[config.mk]
export PLATFORM = sky130hd
export DESIGN_NAME = advection_diffusion_row_step
export DESIGN_NICKNAME = d
export VERILOG_FILES = /design/src/design/acd_pkg.sv /design/src/design/acd_queue.sv /design/src/design/acd_mul.sv /design/src/design/acd_front.sv /design/src/design/acd_back.sv /design/src/design/advection_diffusion_row_step.sv
export SDC_FILE = /design/constraint.sdc
export NUM_CORES = 2
export LEC_CHECK = 0
export ABC_AREA = 1
export BUFFER_PORTS_ARGS = -buffer_cell sky130_fd_sc_hd__buf_2
export CORE_ASPECT_RATIO = 1.4
export CORE_UTILIZATION = 45
export CTS_CLUSTER_SIZE = 28
export DETAILED_ROUTE_END_ITERATION = 6
export GPL_ROUTABILITY_DRIVEN = 0
export PLACE_DENSITY = 0.72
export SYNTH_ARGS = -nofsm -noshare
export SYNTH_HDL_FRONTEND = slang
export SYNTH_SLANG_ARGS = --single-unit
[constraint.sdc]
create_clock -name clk -period 20.3 [get_ports clk]
set_clock_uncertainty 0.2 [all_clocks]
set_input_delay 4.06 -clock clk [delete_from_list [all_inputs] [get_ports clk]]
set_output_delay 4.06 -clock clk [all_outputs]
set_load 0.05 [all_outputs]
[src/design/acd_pkg.sv]
// ----------------------------------------------------------------------------
// acd_pkg: shared types and constants for the advection-diffusion row step
// Widths, configuration layout, job record passed from front to back end, and
// the request format of the shared slice multiplier.
// ----------------------------------------------------------------------------
`default_nettype none

package acd_pkg;

	localparam int MAX_POINTS = 256;
	localparam int TOP_POINTS = (MAX_POINTS < 256) ? MAX_POINTS : 256;
	localparam int MIN_POINTS = 3;
	// first point index at which the three-point window is full
	localparam int FIRST_FULL = 2;

	localparam int DATA_W    = 32;
	localparam int IDX_W     = 8;
	localparam int GP_W      = IDX_W + 1;
	localparam int CFG_IDX_W = 3;

	localparam int GRID_RESET      = 256;
	localparam int ADV_COEFF_RESET = 65536;

	// job queue
	localparam int Q_DEPTH = 2;
	localparam int Q_AW    = $clog2(Q_DEPTH);
	localparam int Q_CW    = $clog2(Q_DEPTH + 1);

	// slice multiplier: 64-bit signed multiplicand, 33-bit signed operand
	localparam int MX_W    = 64;
	localparam int MB_W    = DATA_W + 1;
	localparam int SLICE_W = 16;
	localparam int SLICES  = MX_W / SLICE_W;
	localparam int PP_W    = SLICE_W + 1 + MB_W;
	localparam int ACC_W   = 84;
	localparam int MCNT_W  = $clog2(SLICES + 1);

	localparam logic [CFG_IDX_W-1:0] REG_GRID_POINTS = 3'd0;
	localparam logic [CFG_IDX_W-1:0] REG_ADV_COEFF   = 3'd1;
	localparam logic [CFG_IDX_W-1:0] REG_DIF_COEFF   = 3'd2;
	localparam logic [CFG_IDX_W-1:0] REG_BND_MODE    = 3'd3;
	localparam logic [CFG_IDX_W-1:0] REG_LEFT_TERM   = 3'd4;
	localparam logic [CFG_IDX_W-1:0] REG_RIGHT_TERM  = 3'd5;

	typedef enum logic [1:0] {
		BND_KEEP      = 2'd0,
		BND_DIRICHLET = 2'd1,
		BND_NEUMANN   = 2'd2,
		BND_PERIODIC  = 2'd3
	} bnd_mode_t;

	typedef struct packed {
		logic [GP_W-1:0]          grid_points;
		logic [DATA_W-1:0]        advection_coeff;
		logic [DATA_W-1:0]        diffusion_coeff;
		bnd_mode_t                boundary_mode;
		logic signed [DATA_W-1:0] left_edge_term;
		logic signed [DATA_W-1:0] right_edge_term;
	} cfg_t;

	typedef struct packed {
		logic emit_left;    // left edge at point 0 (keep or dirichlet)
		logic interior;     // window full, one new interior value
		logic first_fresh;  // this interior value is new value 1
		logic neu_left;     // neumann left edge follows new value 1
		logic per_left;     // periodic left edge at row end
		logic last;         // row ends with this point
	} job_flags_t;

	typedef struct packed {
		job_flags_t               flags;
		bnd_mode_t                mode;
		logic [IDX_W-1:0]         k;
		logic signed [DATA_W-1:0] conc;     // C[k]
		logic signed [DATA_W-1:0] conc_c;   // C[k-1]
		logic signed [DATA_W-1:0] conc_m;   // C[k-2]
		logic signed [DATA_W-1:0] vel_c;    // u[k-1]
		logic signed [DATA_W-1:0] vel_max;  // row maximum so far
	} job_t;

	typedef struct packed {
		logic                   start;
		logic signed [MX_W-1:0] x;
		logic signed [MB_W-1:0] b;
	} mul_req_t;

endpackage

`default_nettype wire

[src/design/acd_queue.sv]
// ----------------------------------------------------------------------------
// acd_queue: short job queue between front and back end
// Flop-based fifo of job records; lets the front keep taking requests while
// the back end works on earlier points.
// ----------------------------------------------------------------------------
`default_nettype none

module acd_queue import acd_pkg::*; (
	input  logic clk,
	input  logic arst_n,
	input  logic push,
	input  job_t push_data,
	output logic full,
	input  logic pop,
	output logic not_empty,
	output job_t head
);

	job_t            mem_q [Q_DEPTH];
	logic [Q_AW-1:0] wr_ptr_q;
	logic [Q_AW-1:0] rd_ptr_q;
	logic [Q_CW-1:0] count_q;

	assign full      = (count_q == Q_CW'(Q_DEPTH));
	assign not_empty = (count_q != '0);
	assign head      = mem_q[rd_ptr_q];

	function automatic logic [Q_AW-1:0] ptr_next(input logic [Q_AW-1:0] p);
		return (p == Q_AW'(Q_DEPTH - 1)) ? '0 : p + 1'b1;
	endfunction

	always_ff @(posedge clk or negedge arst_n) begin
		if (!arst_n) begin
			wr_ptr_q <= '0;
			rd_ptr_q <= '0;
			count_q  <= '0;
		end else begin
			if (push) begin
				wr_ptr_q <= ptr_next(wr_ptr_q);
			end
			if (pop) begin
				rd_ptr_q <= ptr_next(rd_ptr_q);
			end
			if (push && !pop) begin
				count_q <= count_q + 1'b1;
			end else if (pop && !push) begin
				count_q <= count_q - 1'b1;
			end
		end
	end

	always_ff @(posedge clk) begin
		if (push) begin
			mem_q[wr_ptr_q] <= push_data;
		end
	end

endmodule

`default_nettype wire

[src/design/acd_mul.sv]
// ----------------------------------------------------------------------------
// acd_mul: shared slice multiplier
// Multiplies a 64-bit signed value by a 33-bit signed operand, one 16-bit
// slice per cycle from the top down, with a registered partial product.
// ----------------------------------------------------------------------------
`default_nettype none

module acd_mul import acd_pkg::*; (
	input  logic                    clk,
	input  logic                    arst_n,
	input  mul_req_t                req,
	output logic                    done,
	output logic signed [ACC_W-1:0] product
);

	logic                    busy_q;
	logic                    done_q;
	logic [MCNT_W-1:0]       step_q;
	logic signed [MX_W-1:0]  x_q;
	logic signed [MB_W-1:0]  b_q;
	logic signed [PP_W-1:0]  pp_s1;
	logic signed [ACC_W-1:0] acc_q;
	logic signed [SLICE_W:0] slice_op;

	// top slice carries the sign, the rest are unsigned
	always_comb begin
		if (step_q == '0) begin
			slice_op = {x_q[MX_W-1], x_q[MX_W-1 -: SLICE_W]};
		end else begin
			slice_op = {1'b0, x_q[MX_W-1 -: SLICE_W]};
		end
	end

	always_ff @(posedge clk or negedge arst_n) begin
		if (!arst_n) begin
			busy_q <= 1'b0;
			done_q <= 1'b0;
			step_q <= '0;
		end else begin
			done_q <= 1'b0;
			if (req.start) begin
				busy_q <= 1'b1;
				step_q <= '0;
			end else if (busy_q) begin
				step_q <= step_q + 1'b1;
				if (step_q == MCNT_W'(SLICES)) begin
					busy_q <= 1'b0;
					done_q <= 1'b1;
				end
			end
		end
	end

	always_ff @(posedge clk) begin
		if (req.start) begin
			x_q   <= req.x;
			b_q   <= req.b;
			acc_q <= '0;
		end else if (busy_q) begin
			x_q   <= x_q << SLICE_W;
			pp_s1 <= slice_op * b_q;
			// accumulation adds each partial product in the cycle after it is registered
			if (step_q != '0) begin
				acc_q <= (acc_q <<< SLICE_W) + ACC_W'(pp_s1);
			end
		end
	end

	assign done    = done_q;
	assign product = acc_q;

endmodule

`default_nettype wire

[src/design/acd_front.sv]
// ----------------------------------------------------------------------------
// acd_front: request intake and classification
// Keeps the three-point window, point counter and row velocity maximum, and
// turns each grid point into a job record; points with no result are dropped.
// ----------------------------------------------------------------------------
`default_nettype none

module acd_front import acd_pkg::*; (
	input  logic                     clk,
	input  logic                     arst_n,
	input  cfg_t                     cfg,
	input  logic                     in_valid,
	output logic                     in_ready,
	input  logic signed [DATA_W-1:0] velocity,
	input  logic signed [DATA_W-1:0] conc_in,
	input  logic                     q_full,
	output logic                     q_push,
	output job_t                     q_data
);

	logic [IDX_W-1:0]         cnt_q;
	logic signed [DATA_W-1:0] older_q;
	logic signed [DATA_W-1:0] newer_q;
	logic signed [DATA_W-1:0] vel_c_q;
	logic signed [DATA_W-1:0] vmax_q;
	logic signed [DATA_W-1:0] vmax_new;
	logic [GP_W-1:0]          n_pts;
	logic                     accept;
	job_flags_t               flags;

	assign in_ready = !q_full;
	assign accept   = in_valid && in_ready;

	always_comb begin
		if (cfg.grid_points < GP_W'(MIN_POINTS)) begin
			n_pts = GP_W'(MIN_POINTS);
		end else if (cfg.grid_points > GP_W'(TOP_POINTS)) begin
			n_pts = GP_W'(TOP_POINTS);
		end else begin
			n_pts = cfg.grid_points;
		end
	end

	assign vmax_new = (velocity > vmax_q) ? velocity : vmax_q;

	always_comb begin
		flags.emit_left   = (cnt_q == '0) &&
			(cfg.boundary_mode == BND_KEEP || cfg.boundary_mode == BND_DIRICHLET);
		flags.interior    = (cnt_q >= IDX_W'(FIRST_FULL));
		flags.first_fresh = (cnt_q == IDX_W'(FIRST_FULL));
		flags.neu_left    = flags.first_fresh && (cfg.boundary_mode == BND_NEUMANN);
		// a point at or past the last index ends the row, also after a size change
		flags.last        = ({1'b0, cnt_q} >= (n_pts - GP_W'(1)));
		flags.per_left    = flags.last && (cfg.boundary_mode == BND_PERIODIC);
	end

	always_comb begin
		q_data.flags   = flags;
		q_data.mode    = cfg.boundary_mode;
		q_data.k       = cnt_q;
		q_data.conc    = conc_in;
		q_data.conc_c  = newer_q;
		q_data.conc_m  = older_q;
		q_data.vel_c   = vel_c_q;
		q_data.vel_max = vmax_new;
	end

	// the last point always has a full window, so it is always interior
	assign q_push = accept && (flags.emit_left || flags.interior);

	always_ff @(posedge clk or negedge arst_n) begin
		if (!arst_n) begin
			cnt_q   <= '0;
			older_q <= '0;
			newer_q <= '0;
			vel_c_q <= '0;
			vmax_q  <= {1'b1, {(DATA_W-1){1'b0}}};
		end else if (accept) begin
			if (flags.last) begin
				cnt_q  <= '0;
				vmax_q <= {1'b1, {(DATA_W-1){1'b0}}};
			end else begin
				cnt_q  <= cnt_q + 1'b1;
				vmax_q <= vmax_new;
			end
			older_q <= newer_q;
			newer_q <= conc_in;
			vel_c_q <= velocity;
		end
	end

endmodule

`default_nettype wire

[src/design/acd_back.sv]
// ----------------------------------------------------------------------------
// acd_back: per-point arithmetic and result sequencing
// Pops jobs, runs the upwind, diffusion and stability products on the shared
// multiplier, and posts up to three results per job through an output register.
// ----------------------------------------------------------------------------
`default_nettype none

module acd_back import acd_pkg::*; (
	input  logic                     clk,
	input  logic                     arst_n,
	input  cfg_t                     cfg,
	input  logic                     q_not_empty,
	input  job_t                     q_head,
	output logic                     q_pop,
	output mul_req_t                 mul_req,
	input  logic                     mul_done,
	input  logic signed [ACC_W-1:0]  mul_product,
	output logic                     out_valid,
	input  logic                     out_ready,
	output logic [IDX_W-1:0]         point_index,
	output logic signed [DATA_W-1:0] conc_out,
	output logic                     last_of_run,
	output logic                     row_complete,
	output logic                     cfl_exceeded
);

	localparam int DIFF_W = DATA_W + 1;
	localparam int LAP_W  = DATA_W + 2;
	localparam int ADV_SH = 61;
	localparam int ADV_W  = ADV_SH + 2;
	localparam int DIF_W  = 51;
	localparam int SUM_W  = 64;

	localparam logic signed [ACC_W-1:0] ADV_HI  = ACC_W'(64'sd1 <<< ADV_SH);
	localparam logic signed [ACC_W-1:0] ADV_LO  = -ADV_HI;
	localparam logic signed [ACC_W-1:0] CFL_LIM = ACC_W'(64'sd1 <<< DATA_W);
	localparam logic signed [SUM_W-1:0] S32_MAX = 64'sd2147483647;
	localparam logic signed [SUM_W-1:0] S32_MIN = -64'sd2147483648;

	typedef enum logic [7:0] {
		ST_IDLE   = 8'b0000_0001,
		ST_LEFT   = 8'b0000_0010,
		ST_MSTART = 8'b0000_0100,
		ST_MWAIT  = 8'b0000_1000,
		ST_FRESH  = 8'b0001_0000,
		ST_NEUL   = 8'b0010_0000,
		ST_PERL   = 8'b0100_0000,
		ST_EDGE   = 8'b1000_0000
	} bk_state_t;

	typedef enum logic [1:0] {
		OP_SLOPE = 2'd0,
		OP_ADV   = 2'd1,
		OP_DIF   = 2'd2,
		OP_CFL   = 2'd3
	} mul_op_t;

	function automatic logic signed [DATA_W-1:0] sat32(input logic signed [SUM_W-1:0] v);
		logic signed [DATA_W-1:0] r;
		if (v > S32_MAX) begin
			r = S32_MAX[DATA_W-1:0];
		end else if (v < S32_MIN) begin
			r = S32_MIN[DATA_W-1:0];
		end else begin
			r = v[DATA_W-1:0];
		end
		return r;
	endfunction

	bk_state_t                state_q, state_d;
	mul_op_t                  op_q, op_d;
	job_t                     job_q;
	logic signed [MX_W-1:0]   slope_q;
	logic signed [ADV_W-1:0]  adv_q;
	logic signed [DIF_W-1:0]  dif_q;
	logic                     cfl_q;
	logic signed [DATA_W-1:0] fresh_q;
	logic signed [DATA_W-1:0] first_int_q;

	logic                     out_valid_q;
	logic [IDX_W-1:0]         idx_q;
	logic signed [DATA_W-1:0] val_q;
	logic                     lor_q;
	logic                     rc_q;
	logic                     cfl_out_q;

	logic                     slot_free;
	logic signed [DIFF_W-1:0] slope_diff;
	logic signed [LAP_W-1:0]  lap;
	logic [DATA_W-1:0]        vmag;
	logic signed [ACC_W-1:0]  prod_shr;
	logic signed [ACC_W-1:0]  adv_clamped;
	logic signed [DATA_W-1:0] fresh_now;
	logic signed [DATA_W-1:0] left_val;
	logic signed [DATA_W-1:0] neul_val;
	logic signed [DATA_W-1:0] edge_val;

	logic                     post;
	logic [IDX_W-1:0]         post_idx;
	logic signed [DATA_W-1:0] post_val;
	logic                     post_lor;
	logic                     post_rc;

	assign slot_free = !out_valid_q || out_ready;

	// upwind difference picked by the sign of the centre velocity
	always_comb begin
		if (!job_q.vel_c[DATA_W-1]) begin
			slope_diff = DIFF_W'(job_q.conc_c) - DIFF_W'(job_q.conc_m);
		end else begin
			slope_diff = DIFF_W'(job_q.conc) - DIFF_W'(job_q.conc_c);
		end
	end

	assign lap  = LAP_W'(job_q.conc) - (LAP_W'(job_q.conc_c) <<< 1) + LAP_W'(job_q.conc_m);
	assign vmag = job_q.vel_max[DATA_W-1] ? DATA_W'(-job_q.vel_max) : job_q.vel_max;

	always_comb begin
		mul_req.start = (state_q == ST_MSTART);
		unique case (op_q)
			OP_SLOPE: begin
				mul_req.x = MX_W'(slope_diff);
				mul_req.b = MB_W'(job_q.vel_c);
			end
			OP_ADV: begin
				mul_req.x = slope_q;
				mul_req.b = {1'b0, cfg.advection_coeff};
			end
			OP_DIF: begin
				mul_req.x = MX_W'(lap);
				mul_req.b = {1'b0, cfg.diffusion_coeff};
			end
			OP_CFL: begin
				mul_req.x = {{(MX_W-DATA_W){1'b0}}, vmag};
				mul_req.b = {1'b0, cfg.advection_coeff};
			end
		endcase
	end

	// floor division by 2^16
	assign prod_shr = mul_product >>> SLICE_W;

	always_comb begin
		if (prod_shr > ADV_HI) begin
			adv_clamped = ADV_HI;
		end else if (prod_shr < ADV_LO) begin
			adv_clamped = ADV_LO;
		end else begin
			adv_clamped = prod_shr;
		end
	end

	assign fresh_now = sat32(SUM_W'(job_q.conc_c) - SUM_W'(adv_q) + SUM_W'(dif_q));
	assign left_val  = (job_q.mode == BND_KEEP) ? job_q.conc : cfg.left_edge_term;
	assign neul_val  = sat32(SUM_W'(fresh_q) - SUM_W'(cfg.left_edge_term));

	always_comb begin
		unique case (job_q.mode)
			BND_KEEP:      edge_val = job_q.conc;
			BND_DIRICHLET: edge_val = cfg.right_edge_term;
			BND_NEUMANN:   edge_val = sat32(SUM_W'(fresh_q) + SUM_W'(cfg.right_edge_term));
			BND_PERIODIC:  edge_val = first_int_q;
		endcase
	end

	always_comb begin
		state_d  = state_q;
		op_d     = op_q;
		q_pop    = 1'b0;
		post     = 1'b0;
		post_idx = '0;
		post_val = fresh_q;
		post_lor = 1'b0;
		post_rc  = 1'b0;
		unique case (state_q)
			ST_IDLE: begin
				if (q_not_empty) begin
					q_pop   = 1'b1;
					state_d = ST_LEFT;
				end
			end
			ST_LEFT: begin
				post     = job_q.flags.emit_left && slot_free;
				post_val = left_val;
				post_lor = !job_q.flags.interior;
				if (!job_q.flags.emit_left || slot_free) begin
					op_d    = OP_SLOPE;
					state_d = job_q.flags.interior ? ST_MSTART : ST_IDLE;
				end
			end
			ST_MSTART: begin
				state_d = ST_MWAIT;
			end
			ST_MWAIT: begin
				if (mul_done) begin
					unique case (op_q)
						OP_SLOPE: begin
							op_d    = OP_ADV;
							state_d = ST_MSTART;
						end
						OP_ADV: begin
							op_d    = OP_DIF;
							state_d = ST_MSTART;
						end
						OP_DIF: begin
							if (job_q.flags.last) begin
								op_d    = OP_CFL;
								state_d = ST_MSTART;
							end else begin
								state_d = ST_FRESH;
							end
						end
						OP_CFL: begin
							state_d = ST_FRESH;
						end
					endcase
				end
			end
			ST_FRESH: begin
				post     = slot_free;
				post_idx = job_q.k - 1'b1;
				post_val = fresh_now;
				post_lor = !(job_q.flags.neu_left || job_q.flags.last);
				if (slot_free) begin
					state_d = ST_NEUL;
				end
			end
			ST_NEUL: begin
				post     = job_q.flags.neu_left && slot_free;
				post_val = neul_val;
				post_lor = !job_q.flags.last;
				if (!job_q.flags.neu_left || slot_free) begin
					state_d = job_q.flags.last ? ST_PERL : ST_IDLE;
				end
			end
			ST_PERL: begin
				post     = job_q.flags.per_left && slot_free;
				post_val = fresh_q;
				if (!job_q.flags.per_left || slot_free) begin
					state_d = ST_EDGE;
				end
			end
			ST_EDGE: begin
				post     = slot_free;
				post_idx = job_q.k;
				post_val = edge_val;
				post_lor = 1'b1;
				post_rc  = 1'b1;
				if (slot_free) begin
					state_d = ST_IDLE;
				end
			end
			default: begin
				state_d = ST_IDLE;
			end
		endcase
	end

	always_ff @(posedge clk or negedge arst_n) begin
		if (!arst_n) begin
			state_q     <= ST_IDLE;
			op_q        <= OP_SLOPE;
			out_valid_q <= 1'b0;
			first_int_q <= '0;
		end else begin
			state_q <= state_d;
			op_q    <= op_d;
			if (post) begin
				out_valid_q <= 1'b1;
			end else if (out_ready) begin
				out_valid_q <= 1'b0;
			end
			if (state_q == ST_FRESH && slot_free && job_q.flags.first_fresh) begin
				first_int_q <= fresh_now;
			end
		end
	end

	always_ff @(posedge clk) begin
		if (q_pop) begin
			job_q <= q_head;
		end
		if (state_q == ST_MWAIT && mul_done) begin
			unique case (op_q)
				OP_SLOPE: slope_q <= prod_shr[MX_W-1:0];
				OP_ADV:   adv_q   <= ADV_W'(adv_clamped);
				OP_DIF:   dif_q   <= prod_shr[DIF_W-1:0];
				OP_CFL:   cfl_q   <= (mul_product > CFL_LIM);
			endcase
		end
		if (state_q == ST_FRESH && slot_free) begin
			fresh_q <= fresh_now;
		end
		if (post) begin
			idx_q     <= post_idx;
			val_q     <= post_val;
			lor_q     <= post_lor;
			rc_q      <= post_rc;
			cfl_out_q <= post_rc && cfl_q;
		end
	end

	assign out_valid    = out_valid_q;
	assign point_index  = idx_q;
	assign conc_out     = val_q;
	assign last_of_run  = lor_q;
	assign row_complete = rc_q;
	assign cfl_exceeded = cfl_out_q;

endmodule

`default_nettype wire

[src/design/advection_diffusion_row_step.sv]
// ----------------------------------------------------------------------------
// advection_diffusion_row_step: one explicit 1-D advection-diffusion time step
// Grid points of a row arrive in index order as (velocity, concentration)
// requests; new Q16.16 concentrations come out with their index, using a
// first-order upwind advection term and a central diffusion term, with edges
// set by the boundary mode and a stability flag on the row's last result. The
// front end takes one request per cycle until its two-entry job queue is full;
// the back end then handles one point at a time, and its time is set by the
// shared 17x33-bit slice multiplier, which takes each 64x33-bit product through
// a start step, four 16-bit slices, one partial-product stage and a done strobe.
// A left-edge-only point needs no product, an interior point three products,
// the last point of a row four products and up to two extra results, and the
// result side can stall any of them. Points with no result are dropped by the
// front end and never reach the back end. Configuration takes effect at once
// and should be written only while no request is in flight.
// ----------------------------------------------------------------------------
`default_nettype none

module advection_diffusion_row_step import acd_pkg::*; (
	input  logic                     clk,
	input  logic                     arst_n,
	input  logic                     cfg_wr_en,
	input  logic [CFG_IDX_W-1:0]     cfg_index,
	input  logic [DATA_W-1:0]        cfg_data,
	input  logic                     in_valid,
	output logic                     in_ready,
	input  logic signed [DATA_W-1:0] velocity,
	input  logic signed [DATA_W-1:0] conc_in,
	output logic                     out_valid,
	input  logic                     out_ready,
	output logic [IDX_W-1:0]         point_index,
	output logic signed [DATA_W-1:0] conc_out,
	output logic                     last_of_run,
	output logic                     row_complete,
	output logic                     cfl_exceeded
);

	cfg_t                    cfg_q;
	logic                    q_push;
	job_t                    q_data;
	logic                    q_full;
	logic                    q_pop;
	logic                    q_not_empty;
	job_t                    q_head;
	mul_req_t                mul_req;
	logic                    mul_done;
	logic signed [ACC_W-1:0] mul_product;

	always_ff @(posedge clk or negedge arst_n) begin
		if (!arst_n) begin
			cfg_q.grid_points     <= GP_W'(GRID_RESET);
			cfg_q.advection_coeff <= DATA_W'(ADV_COEFF_RESET);
			cfg_q.diffusion_coeff <= '0;
			cfg_q.boundary_mode   <= BND_KEEP;
			cfg_q.left_edge_term  <= '0;
			cfg_q.right_edge_term <= '0;
		end else if (cfg_wr_en) begin
			unique case (cfg_index)
				REG_GRID_POINTS: cfg_q.grid_points     <= cfg_data[GP_W-1:0];
				REG_ADV_COEFF:   cfg_q.advection_coeff <= cfg_data;
				REG_DIF_COEFF:   cfg_q.diffusion_coeff <= cfg_data;
				REG_BND_MODE:    cfg_q.boundary_mode   <= bnd_mode_t'(cfg_data[1:0]);
				REG_LEFT_TERM:   cfg_q.left_edge_term  <= cfg_data;
				REG_RIGHT_TERM:  cfg_q.right_edge_term <= cfg_data;
				default: ;
			endcase
		end
	end

	acd_front u_front (
		.clk      (clk),
		.arst_n   (arst_n),
		.cfg      (cfg_q),
		.in_valid (in_valid),
		.in_ready (in_ready),
		.velocity (velocity),
		.conc_in  (conc_in),
		.q_full   (q_full),
		.q_push   (q_push),
		.q_data   (q_data)
	);

	acd_queue u_queue (
		.clk       (clk),
		.arst_n    (arst_n),
		.push      (q_push),
		.push_data (q_data),
		.full      (q_full),
		.pop       (q_pop),
		.not_empty (q_not_empty),
		.head      (q_head)
	);

	acd_mul u_mul (
		.clk     (clk),
		.arst_n  (arst_n),
		.req     (mul_req),
		.done    (mul_done),
		.product (mul_product)
	);

	acd_back u_back (
		.clk          (clk),
		.arst_n       (arst_n),
		.cfg          (cfg_q),
		.q_not_empty  (q_not_empty),
		.q_head       (q_head),
		.q_pop        (q_pop),
		.mul_req      (mul_req),
		.mul_done     (mul_done),
		.mul_product  (mul_product),
		.out_valid    (out_valid),
		.out_ready    (out_ready),
		.point_index  (point_index),
		.conc_out     (conc_out),
		.last_of_run  (last_of_run),
		.row_complete (row_complete),
		.cfl_exceeded (cfl_exceeded)
	);

`ifndef SYNTH
	a_row_end_closes_run: assert property (@(posedge clk) disable iff (!arst_n)
		out_valid && row_complete |-> last_of_run)
		else $error("row end result not marked as end of run");

	a_cfl_only_at_row_end: assert property (@(posedge clk) disable iff (!arst_n)
		out_valid && !row_complete |-> !cfl_exceeded)
		else $error("stability flag outside row end");

	a_row_end_index: assert property (@(posedge clk) disable iff (!arst_n)
		out_valid && row_complete |-> point_index >= IDX_W'(FIRST_FULL))
		else $error("row ended before the window was full");

	a_pop_needs_job: assert property (@(posedge clk) disable iff (!arst_n)
		q_pop |-> q_not_empty)
		else $error("job taken from empty queue");
`endif

endmodule

`default_nettype wire
==> qor.yml <==
sta:
  relSlewSlack_pct: 9.07
  grt_setup_unrepaired: "no"
  tns_ns: 0
  fin_crit_sh_pct: 37.7
  fmax_mhz: 131
  drv_slew: 0
  final_hold_viol_count: 0
  fin_crit_ns: 7.66
  hold-worst-slack_ns: 0.261
  setup_viol_count_final: 0
  worstMarginPinSlew_ns: 1.36
global_route:
  grt_overflow: 0
  antenna_found_initial: 53
  grt_pass1_wl_um: 478000
  grt_max_degree: 151
  grt_pass1_vias: 76900
  track_usage_pct: 29.9
routing:
  wl_per_cell_um: 22.1
  firstDrtPassIters: 7
  vias_per_cell: 5.54
  drc: 16
  drt-total-wl_um: 320000
  drtAntennaViolNets: 0
  vias: 80500
  drtIter0Drc: 10200
floorplanning:
  start_util_pct: 45.3
  die_h_um: 549
  fp.dieW_um: 393
  rows: 200
  die_area_um2: 216000
  pin_count: 149
  coreArea_um2: 212000
critical_path:
  criticalPathCategory: "reg -> reg"
  end_kind: "flip-flop"
  crit_required_ns: 20.67
  cp_slowest_stage_delay_ns: 0.54
  startpoint_type: "flip-flop"
  cp_slowest_cell: "fa_1"
  worst-path-max-fanout: 34
  crit_top_cell: "inv_1"
  arrival_ns: 8.02
clocking:
  cts_resized: 0
  cts_tree: "built"
  ctsHoldBuffers: 0
  post_cts_buffers: 0
  clock_sinks: 1340
  clk_latency_ns: 0.82
  clk_path_buf_depth: 3
  numCtsBuffers: 139
  cts_max_level: 4
  cts.clk_slew.worst_paths_ns: 0.06
  cts_root_buf: "clkbuf_16"
synth:
  synthMuxAreaShare_pct: 0
  synth_fa_ha_area_share_pct: 19.2
  synth-compound-area-share_pct: 10.3
  yosys.area_share.simple_pct: 18.9
  ys_types: 66
  synth_xor_area_share_pct: 2.10
  async_flop_share_pct: 24.4
  synth_top_family_by_area: "adder cells"
  syn_nets: 12800
  avgSynthCellArea_um2: 8.33
  netlist_instances: 11600
  synth_seq_cells: 1340
  synth-main-ff-cell: "edfxtp_1"
  yosysSeqAreaShare_pct: 39.2
  ys_warn_count: 0
  synth-edff-count: 929
  netlist_area_um2: 96300
place:
  io_buffers: 148
  dp_hpwl_um: 241000
run_status:
  status: "complete, but fails checks"
  violations: "DRC"
min_path:
  hp-class: "reg -> reg"
cells_and_area:
  nets: 12800
  fillers: 19800
  drive_above_1_share_pct: 5.11
  syn2layout_area_growth_pct: 8.87
job:
  cap_violations: 0
## routing by layer
layer,vias to the layer above,global-route usage (%),wire [um]
met5,-,0.314,294
met4,34,22.1,29100
met3,1351,7.59,36500
met2,4725,45.6,141000
met1,37700,36.3,113000
li1,36700,-,-
## final cells by class
cell class	count	area [um^2]	area share (%)
antenna	26	65.1	0.0621
clock buffer	182	3840	3.67
clock inverter	77	962	0.918
inverter	2225	8360	7.98
multi-input combinational	7614	48800	46.6
sequential	1340	37800	36.0
tap	2828	3540	3.38
timing repair buffer	230	1430	1.36
## cell families (layout without fill, tap and decap cells)
logic type	Yosys count	after routing
buf+inv	2600	2714
fa+ha+maj	1099	1099
flops	1340	1340
other cells	0	26
xor+xnor	231	231
compound gates	1812	1812
simple gates	4472	4472
## state kept, by name, summed over array words and instances (netlist names), 33 cells and up
signal / count
u_mul.x_q: 64
u_back.slope_q: 64
u_mul.pp_s1: 50
u_queue.mem_q: 352
u_mul.product: 84
u_mul.b_q: 33
cfg_q: 139
u_back.dif_q: 51
u_back.job_q: 176
u_back.adv_q: 63
## worst max-delay path, delay by kind of cell (launching register included)
kind / cells / cell delay (ns)
compound gates: 3 / 0.72
xor+xnor: 1 / 0.15
flops: 1 / 0.32
buf+inv: 9 / 1.01
simple gates: 8 / 1.40
fa+ha+maj: 7 / 3.54
## cells in the mapped netlist (74+ instances only)
cell type / number / area [um^2]
nand2_1: 3049 / 11400
inv_1: 2213 / 8310
edfxtp_1: 929 / 27900
nor2_1: 771 / 2890
o21ai_0: 747 / 3740
a21oi_1: 687 / 3440
fa_1: 636 / 12700
ha_1: 463 / 5790
clkbuf_1: 342 / 1280
dfrtp_1: 323 / 8080
nand3_1: 320 / 1600
xor2_1: 163 / 1430
nand4_1: 95 / 594
dfxtp_1: 84 / 1680
nor3_1: 74 / 370
## stage by stage
step                worst slack, ns  std cells  utilization, %  cell area (um^2)
CTS                           12.66      14500            49.3            105000
global route                  12.21      14500            49.3            105000
global placement              12.68      14200            47.0             99900
detailed placement            12.60      14200            47.0             99900
floorplan                      6.62      11600               -             96300
finish                        12.64      14500            49.3            105000
## path summary, 6_finish.rpt
check / end / from / cells past startpoint / slack [ns]
worst min-delay path: u_queue.mem_q[0][87]$_DFFE_PP_ / u_front.older_q[23]$_DFFE_PN0P_ / 0 / 0.26
min in group asynchronous: u_front.newer_q[11]$_DFFE_PN0P_ / arst_n / 1 / 3.02
worst min register to register: u_queue.mem_q[0][87]$_DFFE_PP_ / u_front.older_q[23]$_DFFE_PN0P_ / 0 / 0.26
worst max-delay path: u_mul.pp_s1[47]$_DFFE_PP_ / u_mul.x_q[63]$_DFFE_PP_ / 28 / 12.64
max in group asynchronous: cfg_q[22]$_DFFE_PN0P_ / arst_n / 3 / 14.68
worst max register to register: u_mul.pp_s1[47]$_DFFE_PP_ / u_mul.x_q[63]$_DFFE_PP_ / 28 / 12.64
## placed cells by master, fill, tap and decap left out, drive strengths merged, types with 49 or more instances in the layout
| cell type | instances |
|---|---|
| a21o | 49 |
| ha | 463 |
| nor2 | 782 |
| fa | 636 |
| dfxtp | 84 |
| nand4 | 95 |
| a21oi | 688 |
| xnor2 | 68 |
| edfxtp | 929 |
| xor2 | 163 |
| clkbuf | 182 |
| nand2 | 3094 |
| inv | 2241 |
| nand3 | 325 |
| o21ai | 790 |
| a31oi | 52 |
| dfrtp | 323 |
| buf | 230 |
| nor3 | 78 |
Power is left out: the tool's default activity adds up to more than one toggle a clock period on the data nets, which glitch-free logic cannot reach.
